$ cat src/rtl/quantized_channel_scale_clamp_macros.svh
// ----------------------------------------------------------------------------
// quantized_channel_scale_clamp assertion macros
// Shared concurrent assertion forms for the channel scale and clamp block.
// ----------------------------------------------------------------------------
`ifndef QUANTIZED_CHANNEL_SCALE_CLAMP_MACROS_SVH
`define QUANTIZED_CHANNEL_SCALE_CLAMP_MACROS_SVH

// same-cycle implication
`define QCSC_ASSERT_IMPL(label, clk, rst_n, ante, cons, msg) \
    label: assert property (@(posedge clk) disable iff (!(rst_n)) (ante) |-> (cons)) \
        else $error(msg);

// next-cycle implication
`define QCSC_ASSERT_NEXT(label, clk, rst_n, ante, cons, msg) \
    label: assert property (@(posedge clk) disable iff (!(rst_n)) (ante) |=> (cons)) \
        else $error(msg);

`endif

$ cat src/rtl/qcsc_pkg.sv
// ----------------------------------------------------------------------------
// qcsc_pkg
// Types and constants shared by the channel scale and clamp block.
// ----------------------------------------------------------------------------
package qcsc_pkg;

    localparam int DEF_MAX_CHANNELS = 1024;
    localparam int DEF_MAX_SPATIAL  = 1048576;

    localparam int CFG_INDEX_W = 3;
    localparam int CFG_DATA_W  = 21;

    typedef enum logic [CFG_INDEX_W-1:0] {
        CFG_LAYOUT_MINOR = 3'd0,
        CFG_CHANNELS     = 3'd1,
        CFG_SPATIAL      = 3'd2,
        CFG_SRC_BYTE     = 3'd3,
        CFG_RES_BYTE     = 3'd4,
        CFG_CLAMP_LOW    = 3'd5,
        CFG_CLAMP_HIGH   = 3'd6
    } t_cfg_index;

    localparam logic MODE_LOAD = 1'b0;
    localparam logic MODE_DATA = 1'b1;

    typedef struct packed {
        logic               mode;
        logic [9:0]         entry_channel;
        logic signed [31:0] entry_gain;
        logic signed [31:0] entry_offset;
        logic signed [31:0] sample;
    } t_in_word;

    typedef struct packed {
        logic signed [31:0] result_value;
        logic [9:0]         result_channel;
        logic               last_of_tensor;
    } t_out_word;

    // data word handed from the sequencer to the arithmetic pipeline
    typedef struct packed {
        logic               valid;
        logic signed [31:0] x;
        logic [9:0]         channel;
        logic               last;
    } t_issue;

    // result formatting controls
    typedef struct packed {
        logic       result_is_byte;
        logic [7:0] clamp_low;
        logic [7:0] clamp_high;
    } t_res_cfg;

endpackage

$ cat src/rtl/qcsc_datapath.sv
// ----------------------------------------------------------------------------
// qcsc_datapath
// Multiply-add pipeline with rounding, clamping and saturation.
// ----------------------------------------------------------------------------
module qcsc_datapath (
    input  logic                  i_clk,
    input  logic                  i_rst_n,
    input  logic                  i_en,
    input  qcsc_pkg::t_issue      i_issue,
    input  logic [63:0]           i_coef,
    input  qcsc_pkg::t_res_cfg    i_res_cfg,
    output logic                  o_valid,
    output qcsc_pkg::t_out_word   o_word
);
    import qcsc_pkg::*;

    // stage 1: aligned with table read data
    logic               r1_valid;
    logic signed [31:0] r1_x;
    logic [9:0]         r1_chan;
    logic               r1_last;
    // stage 2: product
    logic               r2_valid;
    logic signed [63:0] r2_prod;
    logic signed [31:0] r2_offset;
    logic [9:0]         r2_chan;
    logic               r2_last;
    // stage 3: accumulator
    logic               r3_valid;
    logic signed [63:0] r3_acc;
    logic [9:0]         r3_chan;
    logic               r3_last;
    // stage 4: rounding bias added
    logic               r4_valid;
    logic signed [63:0] r4_rnd;
    logic [9:0]         r4_chan;
    logic               r4_last;
    // output
    logic               r_out_valid;
    t_out_word          r_out_word;

    logic signed [31:0] gain;
    logic signed [31:0] offset;
    logic signed [63:0] n_prod;
    logic signed [63:0] n_acc;
    logic signed [63:0] n_rnd;
    logic signed [63:0] half;
    logic signed [31:0] n_value;
    logic signed [31:0] byte_val;
    logic signed [31:0] lo;
    logic signed [31:0] hi;
    logic signed [47:0] q_val;

    assign gain   = i_coef[63:32];
    assign offset = i_coef[31:0];

    assign n_prod = $signed(r1_x) * $signed(gain);
    assign n_acc  = r2_prod + {{16{r2_offset[31]}}, r2_offset, 16'd0};
    assign half   = i_res_cfg.result_is_byte ? 64'sh0000_0000_8000_0000
                                             : 64'sh0000_0000_0000_8000;
    // ties away from zero: bias by half, one less for negative values
    assign n_rnd  = r3_acc + half - 64'(r3_acc[63]);

    always_comb begin
        byte_val = r4_rnd[63:32];
        lo       = {24'd0, i_res_cfg.clamp_low};
        hi       = {24'd0, i_res_cfg.clamp_high};
        q_val    = r4_rnd[63:16];
        if (i_res_cfg.result_is_byte) begin
            n_value = byte_val;
            if (n_value < lo) begin
                n_value = lo;
            end
            if (n_value > hi) begin
                n_value = hi;
            end
        end else if (q_val[47] && !(&q_val[47:31])) begin
            n_value = 32'sh8000_0000;
        end else if (!q_val[47] && (|q_val[47:31])) begin
            n_value = 32'sh7FFF_FFFF;
        end else begin
            n_value = q_val[31:0];
        end
    end

    always_ff @(posedge i_clk) begin
        if (!i_rst_n) begin
            r1_valid    <= 1'b0;
            r2_valid    <= 1'b0;
            r3_valid    <= 1'b0;
            r4_valid    <= 1'b0;
            r_out_valid <= 1'b0;
        end else if (i_en) begin
            r1_valid    <= i_issue.valid;
            r2_valid    <= r1_valid;
            r3_valid    <= r2_valid;
            r4_valid    <= r3_valid;
            r_out_valid <= r4_valid;
        end
    end

    always_ff @(posedge i_clk) begin
        if (i_en) begin
            r1_x      <= i_issue.x;
            r1_chan   <= i_issue.channel;
            r1_last   <= i_issue.last;

            r2_prod   <= n_prod;
            r2_offset <= offset;
            r2_chan   <= r1_chan;
            r2_last   <= r1_last;

            r3_acc    <= n_acc;
            r3_chan   <= r2_chan;
            r3_last   <= r2_last;

            r4_rnd    <= n_rnd;
            r4_chan   <= r3_chan;
            r4_last   <= r3_last;

            r_out_word.result_value   <= n_value;
            r_out_word.result_channel <= r4_chan;
            r_out_word.last_of_tensor <= r4_last;
        end
    end

    assign o_valid = r_out_valid;
    assign o_word  = r_out_word;

endmodule

$ cat config.mk
export PLATFORM = sky130hd
export DESIGN_NAME = qcsc_datapath
export DESIGN_NICKNAME = d
export VERILOG_FILES = /design/src/rtl/quantized_channel_scale_clamp_macros.svh /design/src/rtl/qcsc_pkg.sv /design/src/rtl/qcsc_datapath.sv
export SDC_FILE = /design/constraint.sdc
export NUM_CORES = 2
export LEC_CHECK = 0
export ABC_AREA = 1
export BUFFER_PORTS_ARGS = -buffer_cell sky130_fd_sc_hd__buf_4
export CAP_MARGIN = 20
export CORE_UTILIZATION = 60
export CTS_BUF_LIST = sky130_fd_sc_hd__clkbuf_8
export DETAILED_ROUTE_END_ITERATION = 10
export HOLD_SLACK_MARGIN = 0.02
export PLACE_DENSITY = 0.76
export SETUP_SLACK_MARGIN = 0.4
export SYNTH_ARGS = -nofsm -noshare
export SYNTH_HDL_FRONTEND = slang
export SYNTH_SLANG_ARGS = --single-unit
$ cat constraint.sdc
create_clock -name i_clk -period 20.2 [get_ports i_clk]
set_input_delay 4.04 -clock i_clk [delete_from_list [all_inputs] [get_ports i_clk]]
set_output_delay 4.04 -clock i_clk [all_outputs]
set_load 0.1 [all_outputs]
==> impl_results.md <==
- Maximum fanout along the worst path: 32
- Horizontal extent of the die: 317 um
- PortBufs: 171
- Source of the worst register-to-register timing path: r1_x[31]$_DFFE_PP_
- Worst endpoint required time: 20.74 ns
- TritonCTS buffer count: 61
- Cell taking the most area after synthesis: fa_1
- Min-delay src: r2_prod[8]$_DFFE_PP_
- Fraction of synthesized cell area in xor and xnor cells: 0.0133
- Fill cells: 8569
- Largest net degree at the start of global routing: 116
- Mux share of post-synthesis cell area: 0
- Yosys Warn Count: 0
- Via Count: 48300
- Area growth from synthesis to layout: 6.14%
- Setup-violating endpoint count in the final report: 0
- Post-CTS Setup Inserts: 0
- First-pass GRT wire length: 271000 um
- Initial antenna violation count: 7
- Register bit total from synthesis: 332
- Most area-consuming cells after synthesis: fa_1 36%, edfxtp_1 17%, nand2_1 15%
- Worst clock skew: 0.0788 ns
- Last weighted congestion value of the routability-driven placer: 1.02
- Worst skew pair latency: 0.81 ns
- Avg Inst Size Synth: 7.78 sq um
- Library cells used by synthesis: 38
- Detailed-route DRC error count: 0
- DR pass1 iterations: 6
- Depth of the CTS H-tree: 2
- Relative slew slack: 0.320
- Adder-Cell Fraction of Synth Area: 0.430
- Predominant post-synthesis flop cell: edfxtp_1
- Dominant combinational cell family by area after synthesis: adder cells
- Clock tree from TritonCTS: built
- Number of top-level pins: 172
- Standard-cell row count: 115
- Clock buffer depth: 3
- Mapped cell area: 59400 sq um
- Share of cells above drive strength 1: 0.0422
- Fin crit period: 11.28 ns
- Most common cell in the synthesized netlist: nand2_1
- Share of synthesized area occupied by flip-flops and latches: 0.167
- Class of the tightest hold or removal check: reg2reg
- Number of enable-type register cells in the synthesized netlist: 327
- Critical path capture point type: register
- Worst reg2reg setup slack: 11.85 ns
- Area inside the core boundary: 98300 sq um
- Final number of max-transition violations: 0
- Post-cts sizing count: 0
- RSZ-0062 raised after global routing: false
- Arrival time at the worst endpoint: 11.83 ns
- Number of DRC markers after the initial detailed-route iteration: 4220
- Slew @ Worst Pin: 1.02 ns
- Sum of negative setup slack: 0 ns
- Synthesized instance count: 7643
- Die area: 100000 sq um
- Count of antenna-violating nets left after detailed routing: 0
- Congestion Overflow GR: 0
- Synth async-reset ratio: 0
- Number of global-route vias before repair: 50700
- Post-synth net total: 9164
- Hold-fix buffer count after cts: 0
- Fraction of the mapped netlist area in compound gates: 0.0318
- Result of the run: completed
- Vias per inst: 5.34
- Initial core utilization: 0.605
- Basic-gate share of the synthesized area counting and, or, nand and nor cells: 0.205
- Synth cell count leaders: 2382 x nand2_1, 2195 x inv_1, 1083 x fa_1
- Num Clock Sinks: 332
- Worst Path Class, Setup: in2reg
- Clock transition at the register clock pins on the worst setup and hold paths after CTS: 0.07 ns
- Setup crit start kind: input port
- Root Buffer: clkbuf_8
- Routed Wire Length: 170000 um
- Setup crit start: i_coef[37]
- Placed wire-length estimate after detailed placement: 142000 um
- Maximum clock rate: 88.6 MHz
- Number of hold violations in the final report: 0
- Final worst path period share: 0.559
- Max-cap viol count: 0
- Die height: 317 um
- Routed WL per cell: 18.8 um
- Proportion of netlist area held by the largest area contributor: 0.365
- Overall global routing resource usage: 0.353
- Count of nets after finishing: 9229
[layout make-up]
cell class	count	area [sq um]	area share
well taps	1287	1610	0.0255
flip-flops and latches	332	9920	0.157
clock inverters	51	417	0.00661
clock buffers	62	853	0.0135
multi-input cells	4904	40400	0.641
repair buffers	210	1580	0.0251
diodes	4	10.0	0.000159
inverters	2199	8260	0.131
[kinds of logic after synthesis]
| family | Yosys count |
|---|---|
| DFF | 332 |
| adders and majority gates | 1393 |
| AOI/OAI and AO/OA | 356 |
| xor gates and xnor gates | 90 |
| and+or+nand+nor | 3065 |
| buffers and inverters | 2407 |
[flip-flops by register name (all words and copies together), names as in the netlist]
signal	cells
r2_offset	32
r3_valid	1
o_word	43
r3_last	1
r1_valid	1
r2_prod	64
r3_chan	10
r1_chan	10
r4_chan	10
r4_last	1
r2_last	1
r1_x	32
r1_last	1
r4_valid	1
r2_valid	1
r4_rnd	48
r3_acc	64
o_valid	1
r2_chan	10
[final timing paths]
check / cells after the start / to
max: 25 / r2_prod[61]$_DFFE_PP_
min: 0 / r3_acc[8]$_DFFE_PP_
max reg2reg: 25 / r2_prod[61]$_DFFE_PP_
min reg2reg: 0 / r3_acc[8]$_DFFE_PP_
[critical path: stages]
cell	delay (ns)
buf_4	0.36
nand2_1	0.23
inv_1	0.13
fa_1	0.40
inv_1	0.23
fa_1	0.46
inv_1	0.22
fa_1	0.51
fa_1	0.98
inv_1	0.43
fa_1	0.60
inv_1	0.06
fa_1	0.53
inv_1	0.05
fa_1	0.47
inv_1	0.05
fa_1	0.46
ha_1	0.43
nand2_1	0.16
nor2_1	0.27
nand2_1	0.15
nor4_1	0.30
nand2_1	0.11
nand3_1	0.09
nand2_1	0.06
[metal layers]
layer  vias to the layer above  wire, um  track usage
li1                      22300         -            -
met3                       469     13700       0.0537
met4                         6      7990        0.153
met5                         -        35            0
met2                      2153     82000        0.599
met1                     23400     66200        0.450
[metrics by stage]
step / setup WS, ns / area (sq um) / cells / util / hold slack, ns
CTS: 8.97 / 63100 / 9045 / 0.642 / 0.412
detailed placement: 8.11 / 61800 / 8932 / 0.629 / 0.405
floorplan: 9.47 / 59400 / 7643 / - / 0.400
global placement: 8.27 / 61800 / 8932 / 0.629 / 0.400
global route: 8.39 / 63100 / 9049 / 0.642 / 0.421
finish: 8.92 / 63100 / 9049 / 0.642 / 0.411
[cells in the final DEF (no fill, tap or decap), types with 5 or more instances in the layout]
master	count
inv_1	2212
nand3_2	8
nand3_1	203
ha_1	310
o21a_1	8
xor2_1	78
nor4_1	12
nand2_1	2382
fa_1	1083
xnor2_1	12
nand4_1	81
or2_2	5
clkinv_1	8
clkbuf_8	62
clkinv_2	13
nand3b_1	6
o21ai_0	128
o21bai_1	24
nor3_1	31
nor2_1	320
edfxtp_1	327
bufinv_16	6
buf_4	209
a21oi_1	186
dfxtp_1	5
nand2_2	8
Power is left out: the tool's default activity adds up to more than one toggle a clock period on the data nets, which glitch-free logic cannot reach.
