### src/rtl/quantized_channel_scale_clamp_macros.svh
// ----------------------------------------------------------------------------
// quantized_channel_scale_clamp assertion macros
// Shared concurrent assertion forms for the channel scale and clamp block.
// ----------------------------------------------------------------------------
`ifndef QUANTIZED_CHANNEL_SCALE_CLAMP_MACROS_SVH
`define QUANTIZED_CHANNEL_SCALE_CLAMP_MACROS_SVH

// same-cycle implication
`define QCSC_ASSERT_IMPL(label, clk, rst_n, ante, cons, msg) \
    label: assert property (@(posedge clk) disable iff (!(rst_n)) (ante) |-> (cons)) \
        else $error(msg);

// next-cycle implication
`define QCSC_ASSERT_NEXT(label, clk, rst_n, ante, cons, msg) \
    label: assert property (@(posedge clk) disable iff (!(rst_n)) (ante) |=> (cons)) \
        else $error(msg);

`endif

### src/rtl/qcsc_pkg.sv
// ----------------------------------------------------------------------------
// qcsc_pkg
// Types and constants shared by the channel scale and clamp block.
// ----------------------------------------------------------------------------
package qcsc_pkg;

    localparam int DEF_MAX_CHANNELS = 1024;
    localparam int DEF_MAX_SPATIAL  = 1048576;

    localparam int CFG_INDEX_W = 3;
    localparam int CFG_DATA_W  = 21;

    typedef enum logic [CFG_INDEX_W-1:0] {
        CFG_LAYOUT_MINOR = 3'd0,
        CFG_CHANNELS     = 3'd1,
        CFG_SPATIAL      = 3'd2,
        CFG_SRC_BYTE     = 3'd3,
        CFG_RES_BYTE     = 3'd4,
        CFG_CLAMP_LOW    = 3'd5,
        CFG_CLAMP_HIGH   = 3'd6
    } t_cfg_index;

    localparam logic MODE_LOAD = 1'b0;
    localparam logic MODE_DATA = 1'b1;

    typedef struct packed {
        logic               mode;
        logic [9:0]         entry_channel;
        logic signed [31:0] entry_gain;
        logic signed [31:0] entry_offset;
        logic signed [31:0] sample;
    } t_in_word;

    typedef struct packed {
        logic signed [31:0] result_value;
        logic [9:0]         result_channel;
        logic               last_of_tensor;
    } t_out_word;

    // data word handed from the sequencer to the arithmetic pipeline
    typedef struct packed {
        logic               valid;
        logic signed [31:0] x;
        logic [9:0]         channel;
        logic               last;
    } t_issue;

    // result formatting controls
    typedef struct packed {
        logic       result_is_byte;
        logic [7:0] clamp_low;
        logic [7:0] clamp_high;
    } t_res_cfg;

endpackage

### src/rtl/qcsc_ctrl.sv
// ----------------------------------------------------------------------------
// qcsc_ctrl
// Configuration registers, tensor position counters and coefficient access.
// ----------------------------------------------------------------------------
`include "quantized_channel_scale_clamp_macros.svh"

module qcsc_ctrl #(
    parameter int MAX_CHANNELS = 1024,
    parameter int MAX_SPATIAL  = 1048576,
    parameter int CH_W         = (MAX_CHANNELS > 1) ? $clog2(MAX_CHANNELS) : 1
) (
    input  logic                                i_clk,
    input  logic                                i_rst_n,
    input  logic                                i_cfg_valid,
    input  logic [qcsc_pkg::CFG_INDEX_W-1:0]    i_cfg_index,
    input  logic [qcsc_pkg::CFG_DATA_W-1:0]     i_cfg_data,
    input  logic                                i_accept,
    input  qcsc_pkg::t_in_word                  i_word,
    output logic                                o_ram_we,
    output logic [CH_W-1:0]                     o_ram_waddr,
    output logic [63:0]                         o_ram_wdata,
    output logic [CH_W-1:0]                     o_ram_raddr,
    output qcsc_pkg::t_issue                    o_issue,
    output qcsc_pkg::t_res_cfg                  o_res_cfg
);
    import qcsc_pkg::*;

    localparam int SP_W  = (MAX_SPATIAL > 1) ? $clog2(MAX_SPATIAL) : 1;
    localparam int CW    = ($clog2(MAX_CHANNELS + 1) > 11) ? $clog2(MAX_CHANNELS + 1) : 11;
    localparam int SW    = ($clog2(MAX_SPATIAL + 1) > 21) ? $clog2(MAX_SPATIAL + 1) : 21;
    localparam int EW    = (CH_W > 10) ? CH_W : 10;
    localparam int CXW   = (CH_W > 10) ? CH_W : 10;

    logic             r_layout_minor;
    logic [10:0]      r_channels;
    logic [20:0]      r_spatial;
    logic             r_src_byte;
    logic             r_res_byte;
    logic [7:0]       r_clamp_low;
    logic [7:0]       r_clamp_high;

    logic [CH_W-1:0]  r_chan_pos;
    logic [CH_W-1:0]  n_chan_pos;
    logic [SP_W-1:0]  r_spat_pos;
    logic [SP_W-1:0]  n_spat_pos;

    logic [CW-1:0]    chans_cfg;
    logic [CW-1:0]    chans_eff;
    logic [CW-1:0]    chan_last;
    logic [SW-1:0]    spat_cfg;
    logic [SW-1:0]    spat_eff;
    logic [SW-1:0]    spat_last;
    logic             chan_end;
    logic             spat_end;
    logic             is_data;
    logic [EW-1:0]    entry_ext;
    logic [CXW-1:0]   chan_ext;

    // config write port
    always_ff @(posedge i_clk) begin
        if (!i_rst_n) begin
            r_layout_minor <= 1'b0;
            r_channels     <= 11'd1;
            r_spatial      <= 21'd1;
            r_src_byte     <= 1'b1;
            r_res_byte     <= 1'b1;
            r_clamp_low    <= 8'd0;
            r_clamp_high   <= 8'd255;
        end else if (i_cfg_valid) begin
            unique case (t_cfg_index'(i_cfg_index))
                CFG_LAYOUT_MINOR: r_layout_minor <= i_cfg_data[0];
                CFG_CHANNELS:     r_channels     <= i_cfg_data[10:0];
                CFG_SPATIAL:      r_spatial      <= i_cfg_data[20:0];
                CFG_SRC_BYTE:     r_src_byte     <= i_cfg_data[0];
                CFG_RES_BYTE:     r_res_byte     <= i_cfg_data[0];
                CFG_CLAMP_LOW:    r_clamp_low    <= i_cfg_data[7:0];
                CFG_CLAMP_HIGH:   r_clamp_high   <= i_cfg_data[7:0];
                default: begin
                end
            endcase
        end
    end

    // effective limits
    always_comb begin
        chans_cfg = CW'(r_channels);
        chans_eff = (chans_cfg == '0) ? CW'(1) : chans_cfg;
        if (chans_eff > CW'(MAX_CHANNELS)) begin
            chans_eff = CW'(MAX_CHANNELS);
        end
        chan_last = chans_eff - CW'(1);

        spat_cfg = SW'(r_spatial);
        spat_eff = (spat_cfg == '0) ? SW'(1) : spat_cfg;
        if (spat_eff > SW'(MAX_SPATIAL)) begin
            spat_eff = SW'(MAX_SPATIAL);
        end
        spat_last = spat_eff - SW'(1);

        chan_end = CW'(r_chan_pos) >= chan_last;
        spat_end = SW'(r_spat_pos) >= spat_last;
    end

    assign is_data = (i_word.mode == MODE_DATA);

    // position advance
    always_comb begin
        n_chan_pos = r_chan_pos;
        n_spat_pos = r_spat_pos;
        if (i_accept) begin
            if (!is_data) begin
                n_chan_pos = '0;
                n_spat_pos = '0;
            end else if (r_layout_minor) begin
                if (chan_end) begin
                    n_chan_pos = '0;
                    n_spat_pos = spat_end ? '0 : r_spat_pos + SP_W'(1);
                end else begin
                    n_chan_pos = r_chan_pos + CH_W'(1);
                end
            end else begin
                if (spat_end) begin
                    n_spat_pos = '0;
                    n_chan_pos = chan_end ? '0 : r_chan_pos + CH_W'(1);
                end else begin
                    n_spat_pos = r_spat_pos + SP_W'(1);
                end
            end
        end
    end

    always_ff @(posedge i_clk) begin
        if (!i_rst_n) begin
            r_chan_pos <= '0;
            r_spat_pos <= '0;
        end else begin
            r_chan_pos <= n_chan_pos;
            r_spat_pos <= n_spat_pos;
        end
    end

    // coefficient table access
    assign entry_ext   = EW'(i_word.entry_channel);
    assign o_ram_we    = i_accept && !is_data && (32'(i_word.entry_channel) < 32'(MAX_CHANNELS));
    assign o_ram_waddr = entry_ext[CH_W-1:0];
    assign o_ram_wdata = {i_word.entry_gain, i_word.entry_offset};
    assign o_ram_raddr = r_chan_pos;

    // issue word
    assign chan_ext        = CXW'(r_chan_pos);
    assign o_issue.valid   = i_accept && is_data;
    assign o_issue.x       = r_src_byte ? {8'd0, i_word.sample[7:0], 16'd0} : i_word.sample;
    assign o_issue.channel = chan_ext[9:0];
    assign o_issue.last    = chan_end && spat_end;

    assign o_res_cfg.result_is_byte = r_res_byte;
    assign o_res_cfg.clamp_low      = r_clamp_low;
    assign o_res_cfg.clamp_high     = r_clamp_high;

    `QCSC_ASSERT_IMPL(a_chan_pos_in_table, i_clk, i_rst_n, 1'b1,
        32'(r_chan_pos) < 32'(MAX_CHANNELS), "channel position beyond table")
    `QCSC_ASSERT_NEXT(a_load_restarts, i_clk, i_rst_n, i_accept && !is_data,
        r_chan_pos == '0 && r_spat_pos == '0, "load did not restart positions")
    `QCSC_ASSERT_IMPL(a_write_not_issue, i_clk, i_rst_n, o_ram_we,
        !o_issue.valid, "table write together with data issue")

endmodule

### config.mk
export PLATFORM = sky130hd
export DESIGN_NAME = qcsc_ctrl
export DESIGN_NICKNAME = d
export VERILOG_FILES = /design/src/rtl/qcsc_pkg.sv /design/src/rtl/qcsc_ctrl.sv
export VERILOG_INCLUDE_DIRS = /design/src /design/src/rtl
export SDC_FILE = /design/constraint.sdc
export NUM_CORES = 1
export LEC_CHECK = 0
export BUFFER_PORTS_ARGS = -buffer_cell sky130_fd_sc_hd__buf_4
export CAP_MARGIN = 30
export CORE_UTILIZATION = 48
export DETAILED_ROUTE_END_ITERATION = 12
export GPL_TIMING_DRIVEN = 0
export PLACE_DENSITY_LB_ADDON = 0.25
export SYNTH_ARGS = -nofsm -noshare
export SYNTH_HDL_FRONTEND = slang
export SYNTH_SLANG_ARGS = --single-unit
### constraint.sdc
create_clock -name i_clk -period 5.7 [get_ports i_clk]
set_input_delay 1.14 -clock i_clk [delete_from_list [all_inputs] [get_ports i_clk]]
set_output_delay 1.14 -clock i_clk [all_outputs]
set_load 0.02 [all_outputs]
==> metrics.txt <==
Post-synth top flop dfxtp_1; Tcrit/Tclk final 96.1%; Cell Int Power 0.00116 W; n_diodes 0; Final min period around 5.5 ns; Clk pwr share between 30 and 40%; Num Clock Sinks just over 80; total global-route track usage 25.7%; Die Span Y 113 um; Crit Path Category reg2out; register area 1620 um^2; Pre-Repair DR Iteration Count 4; Peak supply drop 199 uV; number of synthesized flops with an enable pin 0; Area Overhead vs Synth 35.5%; Critical Path End Type output port; Slew @ Worst Pin 0.874 ns; post-synthesis instance total 772; worst endpoint required time 4.56 ns; Leakage roughly 3.6 nW; Area contributors post-synth dfxtp_1, buf_4, nand2_1, ha_1, a21oi_1; TritonCTS clock tree done; list of most frequent post-synthesis cells nand2_1, buf_4, dfxtp_1, a21oi_1, nor2b_1; Die X around 110 um; FF+latch count, synth 81; I/O pin count 281; minimum hold slack 0.461 ns; YS warnings 0; initial core utilization between 40 and 50%; worst skew pair latency 0.34 ns; setup_tns 0 ns; Residual DRC 0; Final Max Tran Viols 0; H-tree depth 3; most instantiated library cell after synthesis nand2_1; final antenna-violating net count 0; CTS root buffer clkbuf_16; via count 6215; Netlist Area Pre-Place 5960 um^2; Gate power share roughly 26%; CP max FO 10; Setup crit start kind flip-flop; Worst Skew 0.00630 ns; final core occ 67.0%; Buffers on Ports 205; outcome finished clean; final hold viol count 0; Iteration-0 DRC Markers 427; CTS max path bufs 2; Reg clk slew, reported paths 0.06 ns; setup violators final 0; initial antenna violation count 0; normalized max-slew margin 41.0%; post-synthesis sequential area ratio 27.2%; Seq pwr share a little over a third; Synth top area share between 20 and 30%; largest net degree at the start of global routing 14; Synth cell types 66; detailed placer's ending HPWL 13400 um; PwrDens 202 nW/um^2; post-layout net count 1160; drt total wl 16900 um; total CTS buffers 9; total gr overflow 0; syn_area_per_cell 7.72 um^2; vias in the first global route 5550; Switch Pwr 0.000467 W; layout cell share with drive strength beyond 1 about a third; Hold-fix buffers, CTS 0; multi-input logic area approximately 3500 um^2; Max Freq 183 MHz; syn_nets about 940; Final Power 0.00163 W; Hold Path Class reg2reg; row count 40; core area roughly 12000 um^2; first-pass GRT wire length about 26000 um; final RePlAce weighted congestion 0.897; die outline area 12900 um^2; Worst Path Arrival 4.34 ns; total of max-cap violations 0; Sw Share 28.7%; vias per std cell 5.34; # fillers about 1100; Synth area leader dfxtp_1; wire per inst 14.5 um; Async S/R FF share, synth 0%
[final cells by class]
type                       instances  share of cell area [%]
timing repair buffer             209                    19.4
multi-input combinational        562                    43.8
clock buffer                      11                    2.88
tap                              168                    2.60
clock inverter                     5                   0.991
sequential                        81                    20.1
buffer                           114                    9.56
inverter                          14                   0.666
[logic make-up (layout without fill, tap and decap cells)]
logic type	count (synthesis)	count (layout)	synth area share, %
and+or+nand+nor	338	338	28.6
buffers and inverters	129	353	13.9
adders and majority gates	34	34	7.14
xor gates and xnor gates	8	8	1.18
DFF	81	81	27.2
AOI/OAI and AO/OA	167	167	19.3
muxes	15	15	2.69
[power by group through the flow]
stage	clock (W)	sequential, W	combinational [W]
after CTS	0.000625	0.000589	0.000416
after detailed placement	0	0.000601	0.000405
after global routing	0.000651	0.000590	0.000453
after global placement	0	0.000600	0.000400
after floorplan	0	0.000602	0.000259
final	0.000617	0.000589	0.000422
[timing repair]
item	CTS	global route
setup endpoints to repair	1	1
setup buffers	3	1
pin swaps	3	4
resized for setup	4	7
[per-layer routing]
metal  share of wire (%)  wire (um)  global-route usage (%)  vias up
li1                    -          -                       -     3094
met1                  42       7030                    31.5     2858
met2                  51       8540                    46.2      245
met3                 6.4       1090                    4.25       18
met4                 1.4        233                    7.02        0
met5                   0          0                       0        -
[critical path, cell delays in order, from the launching register on]
cell and delay [ns]:
dfxtp_1 0.36, nor4_4 0.38, nand4_4 0.18, nor3_1 0.23
o21ai_0 0.16, ha_2 0.26, inv_2 0.13, a21oi_1 0.08
clkbuf_2 0.20, nand2_1 0.10, mux2i_1 0.06, a21o_1 0.21
ha_1 0.33, nand4_1 0.17, or4_4 0.53, o22ai_4 0.14
o31a_1 0.19, and2_1 0.14, buf_4 0.13
[cell usage in the layout (no fill, tap or decap), drive strengths merged, types with 10 or more instances in the layout]
cell type	Yosys	layout
a21oi	56	56
a32oi	17	17
and3	12	12
buf	92	301
clkbuf	23	33
dfxtp	81	81
ha	34	34
inv	12	12
nand2	138	138
nand2b	14	14
nand3	38	38
nor2	32	32
nor2b	39	39
nor3	21	21
o211ai	10	10
o21ai	26	26
o31ai	12	12
or3	12	12
[sequential cells by signal, indices dropped and copies added, names as in the netlist]
register / flops
r_spatial: 21
r_spat_pos: 20
r_clamp_high: 8
o_ram_raddr: 10
r_clamp_low: 8
chans_cfg: 11
r_res_byte: 1
r_layout_minor: 1
r_src_byte: 1
[path summary, 6_finish.rpt]
check,startpoint,endpoint,slack [ns],cells after the start
max reg2reg,r_spatial[16],r_spat_pos[5],0.92,19
min reg2reg,r_clamp_low[6],r_clamp_low[6],0.46,2
min,r_clamp_low[6],r_clamp_low[6],0.46,2
max,r_spatial[16],o_issue[0],0.22,18
[through the flow]
step	setup slack (ns)	instances	cell area, um^2
finish	0.222	1164	8080
CTS	0.0507	1163	8050
floorplan	0.706	772	5960
global route	-0.0124	1164	8080
global placement	0.00505	1145	7710
detailed placement	-0.0214	1145	7710
Power figures use the tool's default switching activity.
